===== src/rtl/ble_pkg.sv =====
// Shared constants, codes and types of the bounded list engine.
`timescale 1ns / 1ps
`default_nettype none
package ble_pkg;

  localparam int DEPTH       = 64;
  localparam int VALUE_WIDTH = 32;
  localparam int ITEM_W      = 32;
  localparam int STORE_W     = (VALUE_WIDTH < ITEM_W) ? VALUE_WIDTH : ITEM_W;
  localparam int IDX_W       = (DEPTH > 1) ? $clog2(DEPTH) : 1;
  localparam int CNT_W       = $clog2(DEPTH + 1);
  localparam int POS_W       = 8;
  localparam int SPAN_W      = ((CNT_W + 1) > POS_W) ? (CNT_W + 1) : POS_W;

  typedef enum logic [1:0] {
    REQ_INSERT = 2'd0,
    REQ_REMOVE = 2'd1,
    REQ_RANGE  = 2'd2,
    REQ_NONE   = 2'd3
  } req_e;

  typedef enum logic [2:0] {
    ST_OK       = 3'd0,
    ST_DUP      = 3'd1,
    ST_FULL     = 3'd2,
    ST_NOTFOUND = 3'd3,
    ST_EMPTY    = 3'd4
  } status_e;

  typedef struct packed {
    logic               we;
    logic [IDX_W-1:0]   waddr;
    logic [STORE_W-1:0] wdata;
    logic [IDX_W-1:0]   raddr;
  } mem_req_t;

endpackage
`default_nettype wire


===== src/rtl/ble_store.sv =====
// Entry storage: one write port and one registered read port.
`timescale 1ns / 1ps
`default_nettype none
module ble_store (
  input  wire logic                         clk_i,
  input  wire ble_pkg::mem_req_t            req_i,
  output logic [ble_pkg::STORE_W-1:0]       rdata_o
);

  logic [ble_pkg::STORE_W-1:0] mem_q [ble_pkg::DEPTH];
  logic [ble_pkg::STORE_W-1:0] rdata_q;

  always_ff @(posedge clk_i) begin
    if (req_i.we) begin
      mem_q[req_i.waddr] <= req_i.wdata;
    end
    rdata_q <= mem_q[req_i.raddr];
  end

  assign rdata_o = rdata_q;

endmodule
`default_nettype wire


===== src/rtl/ble_seq.sv =====
// Request sequencer with the shared compare unit, fill count and result register.
`timescale 1ns / 1ps
`default_nettype none
module ble_seq (
  input  wire logic                          clk_i,
  input  wire logic                          rst_ni,
  input  wire logic                          allow_dup_i,
  input  wire logic                          in_valid_i,
  output logic                               in_stall_o,
  input  wire logic [1:0]                    req_type_i,
  input  wire logic [ble_pkg::ITEM_W-1:0]    item_value_i,
  input  wire logic signed [ble_pkg::POS_W-1:0] range_start_i,
  input  wire logic signed [ble_pkg::POS_W-1:0] range_end_i,
  output logic                               out_valid_o,
  input  wire logic                          out_stall_i,
  output logic [2:0]                         status_o,
  output logic [ble_pkg::ITEM_W-1:0]         out_value_o,
  output logic [6:0]                         entry_count_o,
  output logic                               last_o,
  output ble_pkg::mem_req_t                  mem_req_o,
  input  wire logic [ble_pkg::STORE_W-1:0]   rdata_i
);

  localparam int IW = ble_pkg::IDX_W;
  localparam int CW = ble_pkg::CNT_W;
  localparam int SW = ble_pkg::SPAN_W;

  typedef enum logic [9:0] {
    S_IDLE       = 10'b00_0000_0001,
    S_SCAN_RD    = 10'b00_0000_0010,
    S_SCAN_CMP   = 10'b00_0000_0100,
    S_SHIFT_RD   = 10'b00_0000_1000,
    S_SHIFT_WR   = 10'b00_0001_0000,
    S_INS_FIN    = 10'b00_0010_0000,
    S_RANGE_SET  = 10'b00_0100_0000,
    S_RANGE_RD   = 10'b00_1000_0000,
    S_RANGE_EMIT = 10'b01_0000_0000,
    S_RESP       = 10'b10_0000_0000
  } state_e;

  state_e                        state_q, state_d;
  ble_pkg::req_e                 req_q, req_d;
  ble_pkg::status_e              status_q, status_d;
  logic [ble_pkg::STORE_W-1:0]   val_q, val_d;
  logic signed [ble_pkg::POS_W-1:0] start_q, start_d, stop_q, stop_d;
  logic [IW-1:0]                 ptr_q, ptr_d;
  logic [CW-1:0]                 cnt_q, cnt_d;
  logic [CW-1:0]                 end_q, end_d;

  logic                          out_valid_q, out_valid_d;
  ble_pkg::status_e              out_status_q, out_status_d;
  logic [ble_pkg::ITEM_W-1:0]    out_value_q, out_value_d;
  logic [CW-1:0]                 out_count_q, out_count_d;
  logic                          out_last_q, out_last_d;
  logic                          out_load;
  logic                          out_free;

  logic [CW-1:0]                 ptr_nx;
  logic                          more;
  logic                          hit;
  logic signed [SW-1:0]          s_w, e_w, c_w, s_cl, e_cl;
  logic                          range_empty;
  logic                          emit_last;

  assign out_free  = !out_valid_q || !out_stall_i;
  assign ptr_nx    = CW'(ptr_q) + CW'(1);
  assign more      = ptr_nx < cnt_q;
  assign hit       = (rdata_i == val_q);
  assign emit_last = (ptr_nx == end_q);

  assign s_w  = SW'(start_q);
  assign e_w  = SW'(stop_q);
  assign c_w  = signed'(SW'(cnt_q));
  assign s_cl = s_w[SW-1] ? '0 : s_w;
  assign e_cl = (e_w > c_w) ? c_w : e_w;
  assign range_empty = (s_w >= c_w) || e_w[SW-1] || (s_cl >= e_cl);

  always_comb begin
    state_d      = state_q;
    req_d        = req_q;
    status_d     = status_q;
    val_d        = val_q;
    start_d      = start_q;
    stop_d       = stop_q;
    ptr_d        = ptr_q;
    cnt_d        = cnt_q;
    end_d        = end_q;
    out_load     = 1'b0;
    out_status_d = ble_pkg::ST_OK;
    out_value_d  = '0;
    out_last_d   = 1'b1;
    mem_req_o    = '{we: 1'b0, waddr: '0, wdata: val_q, raddr: ptr_q};

    unique case (state_q)
      S_IDLE: begin
        if (in_valid_i) begin
          req_d   = ble_pkg::req_e'(req_type_i);
          val_d   = ble_pkg::STORE_W'(item_value_i);
          start_d = range_start_i;
          stop_d  = range_end_i;
          ptr_d   = '0;
          case (ble_pkg::req_e'(req_type_i))
            ble_pkg::REQ_INSERT: begin
              state_d = (!allow_dup_i && cnt_q != '0) ? S_SCAN_RD : S_INS_FIN;
            end
            ble_pkg::REQ_REMOVE: begin
              if (cnt_q != '0) begin
                state_d = S_SCAN_RD;
              end else begin
                status_d = ble_pkg::ST_NOTFOUND;
                state_d  = S_RESP;
              end
            end
            ble_pkg::REQ_RANGE: begin
              state_d = S_RANGE_SET;
            end
            default: begin
              status_d = ble_pkg::ST_OK;
              state_d  = S_RESP;
            end
          endcase
        end
      end
      S_SCAN_RD: begin
        state_d = S_SCAN_CMP;
      end
      S_SCAN_CMP: begin
        if (hit) begin
          if (req_q == ble_pkg::REQ_INSERT) begin
            status_d = ble_pkg::ST_DUP;
            state_d  = S_RESP;
          end else if (more) begin
            ptr_d   = IW'(ptr_nx);
            state_d = S_SHIFT_RD;
          end else begin
            cnt_d    = cnt_q - CW'(1);
            status_d = ble_pkg::ST_OK;
            state_d  = S_RESP;
          end
        end else if (more) begin
          ptr_d   = IW'(ptr_nx);
          state_d = S_SCAN_RD;
        end else if (req_q == ble_pkg::REQ_INSERT) begin
          state_d = S_INS_FIN;
        end else begin
          status_d = ble_pkg::ST_NOTFOUND;
          state_d  = S_RESP;
        end
      end
      S_SHIFT_RD: begin
        state_d = S_SHIFT_WR;
      end
      S_SHIFT_WR: begin
        mem_req_o.we    = 1'b1;
        mem_req_o.waddr = ptr_q - IW'(1);
        mem_req_o.wdata = rdata_i;
        if (more) begin
          ptr_d   = IW'(ptr_nx);
          state_d = S_SHIFT_RD;
        end else begin
          cnt_d    = cnt_q - CW'(1);
          status_d = ble_pkg::ST_OK;
          state_d  = S_RESP;
        end
      end
      S_INS_FIN: begin
        if (cnt_q >= CW'(ble_pkg::DEPTH)) begin
          status_d = ble_pkg::ST_FULL;
        end else begin
          mem_req_o.we    = 1'b1;
          mem_req_o.waddr = cnt_q[IW-1:0];
          cnt_d           = cnt_q + CW'(1);
          status_d        = ble_pkg::ST_OK;
        end
        state_d = S_RESP;
      end
      S_RANGE_SET: begin
        if (range_empty) begin
          status_d = ble_pkg::ST_EMPTY;
          state_d  = S_RESP;
        end else begin
          ptr_d   = s_cl[IW-1:0];
          end_d   = e_cl[CW-1:0];
          state_d = S_RANGE_RD;
        end
      end
      S_RANGE_RD: begin
        state_d = S_RANGE_EMIT;
      end
      S_RANGE_EMIT: begin
        if (out_free) begin
          out_load     = 1'b1;
          out_status_d = ble_pkg::ST_OK;
          out_value_d  = ble_pkg::ITEM_W'(rdata_i);
          out_last_d   = emit_last;
          if (emit_last) begin
            state_d = S_IDLE;
          end else begin
            ptr_d   = IW'(ptr_nx);
            state_d = S_RANGE_RD;
          end
        end
      end
      S_RESP: begin
        if (out_free) begin
          out_load     = 1'b1;
          out_status_d = status_q;
          state_d      = S_IDLE;
        end
      end
      default: begin
        state_d = S_IDLE;
      end
    endcase
  end

  assign out_count_d = cnt_q;
  assign out_valid_d = out_load ? 1'b1 : (out_stall_i ? out_valid_q : 1'b0);

  always_ff @(posedge clk_i or negedge rst_ni) begin
    if (!rst_ni) begin
      state_q     <= S_IDLE;
      cnt_q       <= '0;
      out_valid_q <= 1'b0;
    end else begin
      state_q     <= state_d;
      cnt_q       <= cnt_d;
      out_valid_q <= out_valid_d;
    end
  end

  always_ff @(posedge clk_i) begin
    req_q    <= req_d;
    status_q <= status_d;
    val_q    <= val_d;
    start_q  <= start_d;
    stop_q   <= stop_d;
    ptr_q    <= ptr_d;
    end_q    <= end_d;
    if (out_load) begin
      out_status_q <= out_status_d;
      out_value_q  <= out_value_d;
      out_count_q  <= out_count_d;
      out_last_q   <= out_last_d;
    end
  end

  assign in_stall_o    = (state_q != S_IDLE);
  assign out_valid_o   = out_valid_q;
  assign status_o      = out_status_q;
  assign out_value_o   = out_value_q;
  assign entry_count_o = 7'(out_count_q);
  assign last_o        = out_last_q;

`ifndef SYNTH
  a_cnt_bound: assert property (@(posedge clk_i) disable iff (!rst_ni)
    cnt_q <= CW'(ble_pkg::DEPTH))
    else $error("fill count above depth");

  a_accept_leaves_idle: assert property (@(posedge clk_i) disable iff (!rst_ni)
    (in_valid_i && !in_stall_o) |=> (state_q != S_IDLE))
    else $error("accepted word left sequencer idle");

  a_mid_range_continues: assert property (@(posedge clk_i) disable iff (!rst_ni)
    (out_load && !out_last_d) |=> (state_q == S_RANGE_RD))
    else $error("range walk stopped before last word");

  a_insert_grows: assert property (@(posedge clk_i) disable iff (!rst_ni)
    (state_q == S_INS_FIN && cnt_q < CW'(ble_pkg::DEPTH))
      |=> (cnt_q == $past(cnt_q) + CW'(1)))
    else $error("insert did not grow fill count");

  a_write_in_bounds: assert property (@(posedge clk_i) disable iff (!rst_ni)
    mem_req_o.we |-> (CW'(mem_req_o.waddr) < cnt_q + CW'(1)))
    else $error("entry write outside filled region");
`endif

endmodule
`default_nettype wire


===== src/rtl/bounded_list_engine.sv =====
// Top level of the bounded list engine: configuration register, sequencer and storage.
`timescale 1ns / 1ps
`default_nettype none
// Bounded ordered list of up to 64 words with a fill count. One request word is
// taken at a time; in_stall_o stays high until the request's last result word has
// been loaded into the output register. All work goes through one registered read
// port of the entry storage and one 32-bit compare. Insert with duplicates
// disallowed first scans the list; remove searches, then shifts the later entries.
// Range read emits one word per entry in the range. Every request takes longer
// while the output side stalls. Results carry last_o = 1 on the final word of a
// request. allow_duplicates resets to 1; the user must write it through cfg_we_i
// only while idle, as the block itself does not enforce this.
module bounded_list_engine (
  input  wire logic                              clk_i,
  input  wire logic                              rst_ni,
  input  wire logic                              cfg_we_i,
  input  wire logic                              cfg_wdata_i,
  input  wire logic                              in_valid_i,
  output logic                                   in_stall_o,
  input  wire logic [1:0]                        req_type_i,
  input  wire logic [31:0]                       item_value_i,
  input  wire logic signed [7:0]                 range_start_i,
  input  wire logic signed [7:0]                 range_end_i,
  output logic                                   out_valid_o,
  input  wire logic                              out_stall_i,
  output logic [2:0]                             status_o,
  output logic [31:0]                            out_value_o,
  output logic [6:0]                             entry_count_o,
  output logic                                   last_o
);

  logic                          allow_dup_q, allow_dup_d;
  ble_pkg::mem_req_t             mem_req;
  logic [ble_pkg::STORE_W-1:0]   rdata;

  assign allow_dup_d = cfg_we_i ? cfg_wdata_i : allow_dup_q;

  always_ff @(posedge clk_i or negedge rst_ni) begin
    if (!rst_ni) begin
      allow_dup_q <= 1'b1;
    end else begin
      allow_dup_q <= allow_dup_d;
    end
  end

  ble_seq u_seq (
    .clk_i         (clk_i),
    .rst_ni        (rst_ni),
    .allow_dup_i   (allow_dup_q),
    .in_valid_i    (in_valid_i),
    .in_stall_o    (in_stall_o),
    .req_type_i    (req_type_i),
    .item_value_i  (item_value_i),
    .range_start_i (range_start_i),
    .range_end_i   (range_end_i),
    .out_valid_o   (out_valid_o),
    .out_stall_i   (out_stall_i),
    .status_o      (status_o),
    .out_value_o   (out_value_o),
    .entry_count_o (entry_count_o),
    .last_o        (last_o),
    .mem_req_o     (mem_req),
    .rdata_i       (rdata)
  );

  ble_store u_store (
    .clk_i   (clk_i),
    .req_i   (mem_req),
    .rdata_o (rdata)
  );

endmodule
`default_nettype wire


===== config.mk =====
export PLATFORM = sky130hd
export DESIGN_NAME = bounded_list_engine
export DESIGN_NICKNAME = d
export VERILOG_FILES = /design/src/rtl/ble_pkg.sv /design/src/rtl/ble_store.sv /design/src/rtl/ble_seq.sv /design/src/rtl/bounded_list_engine.sv
export SDC_FILE = /design/constraint.sdc
export NUM_CORES = 2
export LEC_CHECK = 0
export ABC_CLOCK_PERIOD_IN_PS = 6900
export BUFFER_PORTS_ARGS = -buffer_cell sky130_fd_sc_hd__buf_2
export CAP_MARGIN = 15
export CORE_UTILIZATION = 45
export DETAILED_ROUTE_END_ITERATION = 8
export SYNTH_ARGS = -nofsm -noshare
export SYNTH_HDL_FRONTEND = slang
export SYNTH_SLANG_ARGS = --single-unit

===== constraint.sdc =====
create_clock -name clk_i -period 6.9 [get_ports clk_i]
set_input_delay 1.38 -clock clk_i [delete_from_list [all_inputs] [get_ports clk_i]]
set_output_delay 1.38 -clock clk_i [all_outputs]
set_load 0.01 [all_outputs]

==> reports/results.txt <==
The peak clock frequency supported by timing is 201.1 MHz, and the number of synthesized register bits is 2,208. The synthesized netlist devotes 2.193% of its cell area to simple gates. The run gives 0 as the number of max-capacitance violations reported. The detailed placer's ending HPWL is 130,300 um. The die footprint was 0.1923 mm2; the post-synthesis share of cell area spent on xor and xnor gates was 0.5516%. Buffers placed on the I/O ports in this run total 100. The run gives 6,808 as the final standard cell count with taps included and fillers excluded.

The first TritonRoute pass finished after 6 iterations. The tools report the number of clock buffers inserted by TritonCTS as 214. In this run the worst path has a maximum fanout of 18. For the worst flop-to-flop path, the logic depth is 8.

The clock passes through at most 3 buffers. For the share of total power in sequential cells, the log shows 42.0%. The logs give 0 for the hold violation total from the final report and 0 for the yosys synthesis warning count. For the share of power burned in the clock network, the log shows 28.5%. The cell family contributing the most delay on the critical path is simple AND/OR/NAND/NOR gates. For the initial core utilization, the log shows 45.46%. The count of routing violations after the opening detailed-route iteration is 5,372, and the number of sinks on the clock net is 2,208.

Sorting the synthesized cells by area gives the leading types as sky130_fd_sc_hd__edfxtp_1 (76%), sky130_fd_sc_hd__mux4_2 (14%), sky130_fd_sc_hd__mux2i_1 (1.8%), sky130_fd_sc_hd__dfxtp_1 (0.75%), sky130_fd_sc_hd__nor2_1 (0.56%). The run gives 39.81 mW as the overall power after layout. Summed over all instances, the cell type with the most area after synthesis is sky130_fd_sc_hd__edfxtp_1. Max-slew violation total from the final report: 0. Measured against the total synthesized area, the mux share comes to 16.53%. The area growth from synthesis to layout is 12.96%. The actual slew at the worst max-slew pin is 1204 ps, and the synthesized net count is 3,959. Of the total power, the share spent switching nets is 32.18%.

TritonCTS built the clock tree. The synthesized netlist devotes 2.134% of its cell area to compound gates. Row generation in the floorplan step produced 159 rows. The internal power of the cells totals 27.00 mW.

The power per cell area was 411.1 mW/mm2. The overall routing resource usage came out at 22.98%. Setup repair after global routing left no endpoint under its margin. A synthesized cell averages 22.17 um2.

Post-CTS clock slew at the launch and capture registers of the worst setup and hold paths: 60 ps. The final critical path time including I/O delays and setup works out to 4971 ps. The detail route stage leaves a number of antenna-violating nets equal to 0. Number of setup buffers added after CTS: 0.

The logic depth of the worst path, buffers included was 8. IR analysis of the VDD net gives a maximum drop of 0.0003572 V. The synthesized netlist occupies a cell area of 0.08574 mm2. The count of buffer and inverter cells on the critical path was 2; the number of global-route vias before repair was 41,060. The critical path in this run is classified as reg -> reg. In the finished design, the share of the clock period the worst path needs comes to 72.05%. For this block, the routed nets add up to 220,600 um of wire. In the routed design, unresolved DRC markers number 0. The total area inside the core boundary comes to 0.1886 mm2.

The routed via count divided by cell count is 6.107, and the share of post-route cells with drive strength above 1 is 28.24%. The number of placed I/O pins was 101. Buffers inserted to repair hold after CTS numbered 0. The die is 438.5 um tall. The tools report the source-to-sink clock delay at the later pin of the worst-skew pair as 860 ps.

The net count of the finished layout is 4,216. Counting flops with an async set or reset pin after synthesis yields a share of 0.8605%. Flip-flop cell with the highest count after synthesis: sky130_fd_sc_hd__edfxtp_1. The number of flops mapped to enable cells by yosys is 2,157, and the adder and majority gate portion of the synthesized area is 0.5195%. The worst relative slew slack came out at 19.52%. For the setup skew after layout, the log shows 34.04 ps. After clock tree synthesis, the repair step resized 0 gates. The number of instances in the placed design is 6,403.

In this run the worst hold path is classified as in -> async. The largest net degree at the start of global routing was 120. Synthesis produced a netlist whose cell count is 3,868. The signal on the critical path passes through clkinv_1 > ha_1 > xor2_1 > a32oi_1 > nor2_1 > nand3_1 > nor2_4 > buf_4.

The die is 438.5 um wide. After synthesis, flip-flops and latches occupy 76.85% of the total area. After synthesis, the largest family of logic cells by area is multiplexers. In this run, distinct cell masters in the synthesized netlist total 77.

The tools report the overflow left after global routing as 0. The root buffer cell chosen for the clock tree is sky130_fd_sc_hd__clkbuf_16. The number of setup violations in the final report was 0; the required time at the endpoint of the critical path was 7410 ps.

The tools report the launching element type of the critical path as a flop. The run gives 5480 ps as the arrival time at the worst endpoint. The setup total negative slack came out at 0 ps. The run gives 30.24 nW as the leakage power summed over all cells. The run finished with clean final reports.

Number of antenna violations at the first check in global routing: 14. For this block, the via count after detailed routing is 41,580. The congestion estimate from routability-driven global placement came to 0.8621. The first global-routing pass estimated 312,400 um of wire. Critical path endpoint category: a flop. The H-tree was split into 4 levels. The worst-path cell with the longest stage delay was sky130_fd_sc_hd__nor2_4. The share of total power dissipated in combinational logic is 29.4%.

The switching component of the power is 12.81 mW. Dividing the detail-routed wire length by the instance count gives 32.41 um. The top cell type by area accounts for 75.55% of the synthesized area. Largest incremental delay on the critical path: 1040 ps.
==> worst paths after layout <==
kind	from	end	slack, ps
hold reg to reg	u_store.rdata_o[21]$_DFF_P_	u_seq.out_value_o[21]$_SDFFCE_PN0P_	580
setup / recovery	u_seq.ptr_q[0]$_DFFE_PP_	u_store.mem_q[28][28]$_DFFE_PP_	1930
min in group clk_i	u_store.rdata_o[21]$_DFF_P_	u_seq.out_value_o[21]$_SDFFCE_PN0P_	580
hold / removal	rst_ni	u_seq.out_valid_o$_DFFE_PN0P_	510
setup reg to reg	u_seq.ptr_q[0]$_DFFE_PP_	u_store.mem_q[28][28]$_DFFE_PP_	1930
max in group asynchronous	rst_ni	u_seq.state_q[0]$_DFFE_PN1P_	6020
==> through the flow <==
stage          area (um2)  worst slack, ps  util, %  hold WS, ps
2_1_floorplan       85740            796.8        -        424.0
3_3_place_gp        90050             1950    47.75        566.7
3_5_place_dp        90050             1901    47.75        565.3
4_1_cts             96830             1890    51.34        470.9
5_1_grt             96840             1718    51.35        512.4
6_report            96850             1929    51.35        513.1
==> metal layers <==
metal / routed length [um] / global-route usage [%]
met1: 93190 / 33.63
met2: 104700 / 35.56
met3: 17100 / 4.341
met4: 5649 / 6.141
met5: 13 / 0
==> cell type report <==
class,instances,area (um2)
sequential,2208,65890
timing repair buffer,239,1660
clock inverter,117,1002
clock buffer,283,5776
antenna,4,10.01
tap,2495,3122
fill,14640,91750
inverter,21,81.33
multi-input combinational,1441,19310
==> cell usage after synthesis, types with 32 or more instances <==
cell / n
sky130_fd_sc_hd__nand2_1: 48
sky130_fd_sc_hd__ha_1: 34
sky130_fd_sc_hd__and2_1: 40
sky130_fd_sc_hd__mux2_2: 40
sky130_fd_sc_hd__buf_2: 75
sky130_fd_sc_hd__xnor2_1: 39
sky130_fd_sc_hd__nand3_1: 43
sky130_fd_sc_hd__edfxtp_1: 2157
sky130_fd_sc_hd__o22ai_1: 53
sky130_fd_sc_hd__mux2i_1: 150
sky130_fd_sc_hd__nor2_1: 127
sky130_fd_sc_hd__clkbuf_1: 82
sky130_fd_sc_hd__dfxtp_1: 32
sky130_fd_sc_hd__o21ai_0: 35
sky130_fd_sc_hd__mux4_2: 542
==> logic make-up (layout without fill, tap and decap cells) <==
logic type               Yosys count  after routing
AND/OR/NAND/NOR                  359            359
flip-flops                      2208           2208
XOR/XNOR                          54             54
AO/OA/AOI/OAI                    260            260
other                              0              4
buffers and inverters            219            660
multiplexers                     733            733
adder cells (fa/ha/maj)           35             35
==> flip-flops by register name (all words and copies together), names as in the netlist, 2 cells and up <==
name / cells
u_seq.s_w: 8
u_seq.state_q: 10
u_seq.cnt_q: 7
u_store.rdata_o: 32
u_seq.val_q: 32
u_seq.e_w: 8
u_seq.status_q: 3
u_seq.ptr_q: 6
u_seq.status_o: 3
u_seq.end_q: 7
u_seq.req_q: 2
u_store.mem_q: 2048
u_seq.out_value_o: 32
u_seq.entry_count_o: 7
==> power by group through the flow <==
stage / Clock (mW) / Combinational (mW) / Sequential (mW)
after floorplan: 0 / 7.66 / 16.6
after global placement: 0 / 11.7 / 17.0
after detailed placement: 0 / 11.7 / 17.0
after CTS: 11.5 / 11.8 / 16.7
after global routing: 12.0 / 12.4 / 16.7
final: 11.3 / 11.7 / 16.7
==> cell usage in the layout (no fill, tap or decap), types with 14 or more instances in the layout <==
cell / n
sky130_fd_sc_hd__a21oi_1: 20
sky130_fd_sc_hd__mux2_2: 39
sky130_fd_sc_hd__clkbuf_16: 215
sky130_fd_sc_hd__clkinv_2: 40
sky130_fd_sc_hd__and2_1: 39
sky130_fd_sc_hd__nor2_4: 61
sky130_fd_sc_hd__dfxtp_1: 32
sky130_fd_sc_hd__o22ai_1: 53
sky130_fd_sc_hd__clkbuf_1: 54
sky130_fd_sc_hd__mux2i_1: 149
sky130_fd_sc_hd__clkbuf_8: 14
sky130_fd_sc_hd__dfrtp_1: 17
sky130_fd_sc_hd__nand2_1: 48
sky130_fd_sc_hd__mux4_2: 542
sky130_fd_sc_hd__clkinv_1: 46
sky130_fd_sc_hd__nor2b_1: 22
sky130_fd_sc_hd__buf_2: 100
sky130_fd_sc_hd__xor2_1: 15
sky130_fd_sc_hd__o21ai_0: 35
sky130_fd_sc_hd__inv_1: 19
sky130_fd_sc_hd__nand4_1: 18
sky130_fd_sc_hd__a22oi_1: 30
sky130_fd_sc_hd__ha_1: 34
sky130_fd_sc_hd__a211oi_1: 21
sky130_fd_sc_hd__edfxtp_1: 2157
sky130_fd_sc_hd__nor2_1: 64
sky130_fd_sc_hd__a221oi_1: 22
sky130_fd_sc_hd__xnor2_1: 39
sky130_fd_sc_hd__buf_4: 129
sky130_fd_sc_hd__nand3_1: 43
No activity file was read; power rests on OpenSTA's default activity.
